$ cat config.mk
export PLATFORM = sky130hd
export DESIGN_NAME = wlt_ctrl
export DESIGN_NICKNAME = d
export VERILOG_FILES = /design/src/sv/wlt_pkg.sv /design/src/sv/wlt_ctrl.sv
export SDC_FILE = /design/constraint.sdc
export NUM_CORES = 1
export LEC_CHECK = 0
export BUFFER_PORTS_ARGS = -buffer_cell sky130_fd_sc_hd__clkbuf_2
export CAP_MARGIN = 20
export CORE_AREA = 5 5 42 44
export CTS_CLUSTER_DIAMETER = 50
export CTS_CLUSTER_SIZE = 25
export DETAILED_ROUTE_END_ITERATION = 7
export DIE_AREA = 0 0 47 49
export GPL_ROUTABILITY_DRIVEN = 0
export GPL_TIMING_DRIVEN = 0
export SYNTH_ARGS = -nofsm -noshare
export SYNTH_HDL_FRONTEND = slang
export SYNTH_SLANG_ARGS = --single-unit
$ cat constraint.sdc
create_clock -name clock -period 1.95 [get_ports clock]
set_clock_uncertainty 0.05 [all_clocks]
set_input_delay 0.4875 -clock clock [delete_from_list [all_inputs] [get_ports clock]]
set_output_delay 0.4875 -clock clock [all_outputs]
set_load 0.03 [all_outputs]
$ cat src/sv/wlt_pkg.sv
// Shared constants, codes and controller/datapath interface types for the link table.
`default_nettype none

package wlt_pkg;

   // Parameter defaults
   localparam int DEF_NUM_ROWS     = 64;
   localparam int DEF_NUM_SOURCES  = 64;
   localparam int DEF_ROW_CAPACITY = 16;

   // Fixed field widths
   localparam int KIND_W   = 1;
   localparam int INDEX_W  = 6;
   localparam int STATUS_W = 3;
   localparam int SLOT_W   = 4;
   localparam int WEIGHT_W = 16;
   localparam int COUNT_W  = 5;
   localparam int TOTAL_W  = 16;
   localparam int SYS_W    = 24;
   localparam int ACTIVE_W = 7;

   localparam logic [ACTIVE_W-1:0] ACTIVE_ROWS_RESET = 7'd64;

   // Operation kinds
   localparam logic [KIND_W-1:0] KIND_ADD    = 1'b0;
   localparam logic [KIND_W-1:0] KIND_REMOVE = 1'b1;

   // Result status codes
   localparam logic [STATUS_W-1:0] ST_OK        = 3'd0;
   localparam logic [STATUS_W-1:0] ST_ROW_FULL  = 3'd1;
   localparam logic [STATUS_W-1:0] ST_NOT_FOUND = 3'd2;
   localparam logic [STATUS_W-1:0] ST_RANGE     = 3'd3;
   localparam logic [STATUS_W-1:0] ST_SATURATED = 3'd4;

   localparam logic [WEIGHT_W-1:0] WEIGHT_MAX = '1;
   localparam logic [TOTAL_W-1:0]  TOTAL_MAX  = '1;
   localparam logic [SYS_W-1:0]    SYS_MAX    = '1;

   // Commands from the controller to the datapath
   typedef struct packed {
      logic clear_step;
      logic capture;
      logic read_tables;
      logic load_tables;
      logic search_step;
      logic read_last;
      logic commit;
   } ctrl_cmd_type;

   // Status from the datapath to the controller
   typedef struct packed {
      logic clear_last;
      logic range_err;
      logic search_done;
      logic out_free;
   } dp_sts_type;

   // Address width of a store of the given depth, at least one bit
   function automatic int addr_width(input int depth);
      return (depth > 1) ? $clog2(depth) : 1;
   endfunction

endpackage

`default_nettype wire

$ cat src/sv/wlt_ctrl.sv
// Controller state machine: sequences clear, lookup, search and commit of one item.
`default_nettype none

module wlt_ctrl (
   input  wire logic                  clock,
   input  wire logic                  reset,
   input  wire logic                  req_valid,
   output logic                       req_stall,
   input  wire wlt_pkg::dp_sts_type   sts,
   output wlt_pkg::ctrl_cmd_type      cmd
);

   localparam logic [2:0] S_CLEAR  = 3'd0;
   localparam logic [2:0] S_IDLE   = 3'd1;
   localparam logic [2:0] S_CHECK  = 3'd2;
   localparam logic [2:0] S_TABLES = 3'd3;
   localparam logic [2:0] S_SEARCH = 3'd4;
   localparam logic [2:0] S_DECIDE = 3'd5;
   localparam logic [2:0] S_COMMIT = 3'd6;

   logic [2:0] state_ff;
   logic [2:0] state_in;

   always_comb begin
      cmd      = '0;
      state_in = state_ff;
      unique case (state_ff)
         S_CLEAR: begin
            cmd.clear_step = 1'b1;
            if (sts.clear_last) begin
               state_in = S_IDLE;
            end
         end
         S_IDLE: begin
            if (req_valid) begin
               cmd.capture = 1'b1;
               state_in    = S_CHECK;
            end
         end
         S_CHECK: begin
            if (sts.range_err) begin
               state_in = S_COMMIT;
            end else begin
               cmd.read_tables = 1'b1;
               state_in        = S_TABLES;
            end
         end
         S_TABLES: begin
            cmd.load_tables = 1'b1;
            state_in        = S_SEARCH;
         end
         S_SEARCH: begin
            cmd.search_step = 1'b1;
            if (sts.search_done) begin
               state_in = S_DECIDE;
            end
         end
         S_DECIDE: begin
            cmd.read_last = 1'b1;
            state_in      = S_COMMIT;
         end
         S_COMMIT: begin
            if (sts.out_free) begin
               cmd.commit = 1'b1;
               state_in   = S_IDLE;
            end
         end
         default: begin
            state_in = S_IDLE;
         end
      endcase
   end

   always_ff @(posedge clock) begin
      if (reset) begin
         state_ff <= S_CLEAR;
      end else begin
         state_ff <= state_in;
      end
   end

   assign req_stall = (state_ff != S_IDLE);

endmodule

`default_nettype wire

==> flow_summary.ini <==
[outcome]
status = complete, no violations

[power_and_ir_drop]
max-vdd-ir-drop_uv = 340
p_leak_nw = 0.171
powerDensity_nw_per_um2 = 1040
power_uw = 385

[timing]
final_max_slew_viol_count = 0
rsz0062_at_grt = false
holdWs_ps = 421
finalSetupViolations = 0
post-route-min-period_ps = 1830
fin_setup_tns_ps = 0
hold_viol_final = 0
max_slew.worst_pin.slew_ps = 279
fmax_mhz = 546
post-route-period-util_pct = 93.9
relSlewSlack_pct = 81.2

[floorplanning]
start_util_pct = 17.7
die_area_um2 = 2300
die_width_um = 47
die_h_um = 49
core_area_um2 = 1400
io_pins = 15
core.rowCount = 14

[clock_tree]
cts_tree = yes
htreeDepth = 1
clk_pin_slew_ps = 40
clock_sinks = 3
root_buffer = clkbuf_4
clk_latency_ps = 230
post_cts_buffers = 0
cts_made_buffers = 3
clk_path_buf_depth = 2
cts_hold_buf = 0

[drt]
ant_nets = 0
first_pass_iters = 1
wl_um = 697
vias_per_cell = 4.41
drc_errors = 0
vias = 304
avgRoutedWirePerCell_um = 10.1
drt_iter0_markers = 0

[final_layout]
layout-drive-gt1-share_pct = 45.3
final_cell_mix = 13 x clkbuf_2, 5 x nand2_1, 4 x clkbuf_4
seqCellArea_um2 = 60.1
mostFrequentLayoutCell = clkbuf_2
largest_register_ff_count = 3
fillers = 180
multiInputGateArea_um2 = 171
reg.largest.list = state_ff: 3 flops
nNetsFinal = 61
num_antenna_cells = 0
regMostFlops = state_ff
area_delta_synth_final_pct = 50.0

[synth]
syn_nets = 42
synth_area_um2 = 248
syn_inst = 35
avgSynthCellArea_um2 = 7.08
yosysSeqAreaShare_pct = 24.2
synth_cell_type_count = 19
synth_seq_cells = 3
yosysWarnings = 0

[setup_path]
crit_end = cmd[4]
reg2reg_depth = 4
startpoint = state_ff[1]$_SDFFE_PP0P_
r2r_end = state_ff[0]$_SDFFE_PP0P_
cp.arrival_ps = 1290
worstPathRequired_ps = 1410
critical-path-slowest-cell = dfxtp_1
end_kind = output pin
reg2reg_setup_slack_ps = 770
setup.worst_path.start_class = register
crit_chain = clkbuf_4, nor2b_2, nor3b_1, buf_4
slowest_delay_ps = 320
path_max_fanout = 10
r2r_start = state_ff[2]$_SDFFE_PP0P_
critPathKind = register to output pin

[place]
hpwl_um = 528
port_buffers = 14

[min_path]
worstHoldPathType = primary input to register

[global_route]
grt-ovfl-total = 0
grt_start_max_net_pins = 11
grt_pass1_wl_mm = 1.21
grt_use_total_pct = 7.53
antenna_found_initial = 0
grt_pass1_vias = 278

[run]
maxCapViolCount = 0
[where the power goes]
| part | switching [mW] | leakage, nW | internal (mW) |
|---|---|---|---|
| combinational | 0.120 | 0.132 | 0.0717 |
| sequential | 0.0109 | 0.0246 | 0.0733 |
| clock | 0.0321 | 0.0150 | 0.0767 |
| total | 0.163 | 0.171 | 0.222 |
[cell usage after synthesis]
cell type	number	share of area (%)
nand2_1	5	7.6
a21oi_1	3	6.1
buf_2	3	6.1
dfxtp_1	3	24
nor3_1	3	6.1
o21ai_0	3	6.1
nor2_1	2	3.0
or2_2	2	5.0
a21o_1	1	3.0
and2_1	1	2.5
and3_1	1	2.5
inv_1	1	1.5
mux2i_1	1	4.0
nor2b_1	1	2.5
nor3b_1	1	3.0
nor4b_1	1	3.5
o21a_1	1	3.0
o22a_1	1	3.5
o32ai_2	1	6.6
[worst max-delay path, delay by kind of cell (launching register included)]
family | cells | cell delay [ps]
simple gates | 2 | 370
flops | 1 | 320
buf+inv | 2 | 370
[per-stage QoR]
step	instance area [um^2]	utilization [%]	cells	setup slack, ps
finish	372	26.5	69	120
global route	372	26.5	69	3.77
CTS	364	26.0	69	27.2
detailed placement	338	24.1	65	293
global placement	338	24.1	65	305
floorplan	248	-	35	21.3
[cells by family after synthesis]
family / synth area share [%]
flops: 24.2
mux: 4.04
compound gates: 28.3
buf+inv: 7.57
simple gates: 35.9
[layer usage]
layer / up-vias / track usage, % / wire, um
li1: 160 / - / -
met3: 2 / 6.64 / 62
met4: 0 / 2.76 / 14
met1: 127 / 9.65 / 325
met2: 15 / 8.82 / 294
met5: - / 0 / 0
[how the worst min path moves through the flow]
stage	startpoint	end	slack, ps	depth (start not counted)
5_1_grt	reset	state_ff[1]$_SDFFE_PP0P_	420	2
4_1_cts	reset	state_ff[1]$_SDFFE_PP0P_	410	2
6_report	reset	state_ff[1]$_SDFFE_PP0P_	420	2
3_5_place_dp	state_ff[0]$_SDFFE_PP0P_	state_ff[1]$_SDFFE_PP0P_	570	3
2_1_floorplan	reset	state_ff[1]$_SDFFE_PP0P_	510	1
3_3_place_gp	state_ff[0]$_SDFFE_PP0P_	state_ff[1]$_SDFFE_PP0P_	570	3
[cell type report]
| type | instances | area share, % |
|---|---|---|
| Buffer | 3 | 4.71 |
| Clock buffer | 4 | 7.07 |
| Inverter | 1 | 1.01 |
| Multi-Input combinational cell | 28 | 46.1 |
| Sequential cell | 3 | 16.2 |
| Tap cell | 16 | 5.39 |
| Timing Repair Buffer | 14 | 19.5 |
[timing repair]
| item | in CTS | in global routing |
|---|---|---|
| endpoints found under the setup margin | 0 | 1 |
| endpoints found under the hold margin | 0 | 0 |
| gates resized for setup | 0 | 5 |
(Power assumes the default switching activity.)
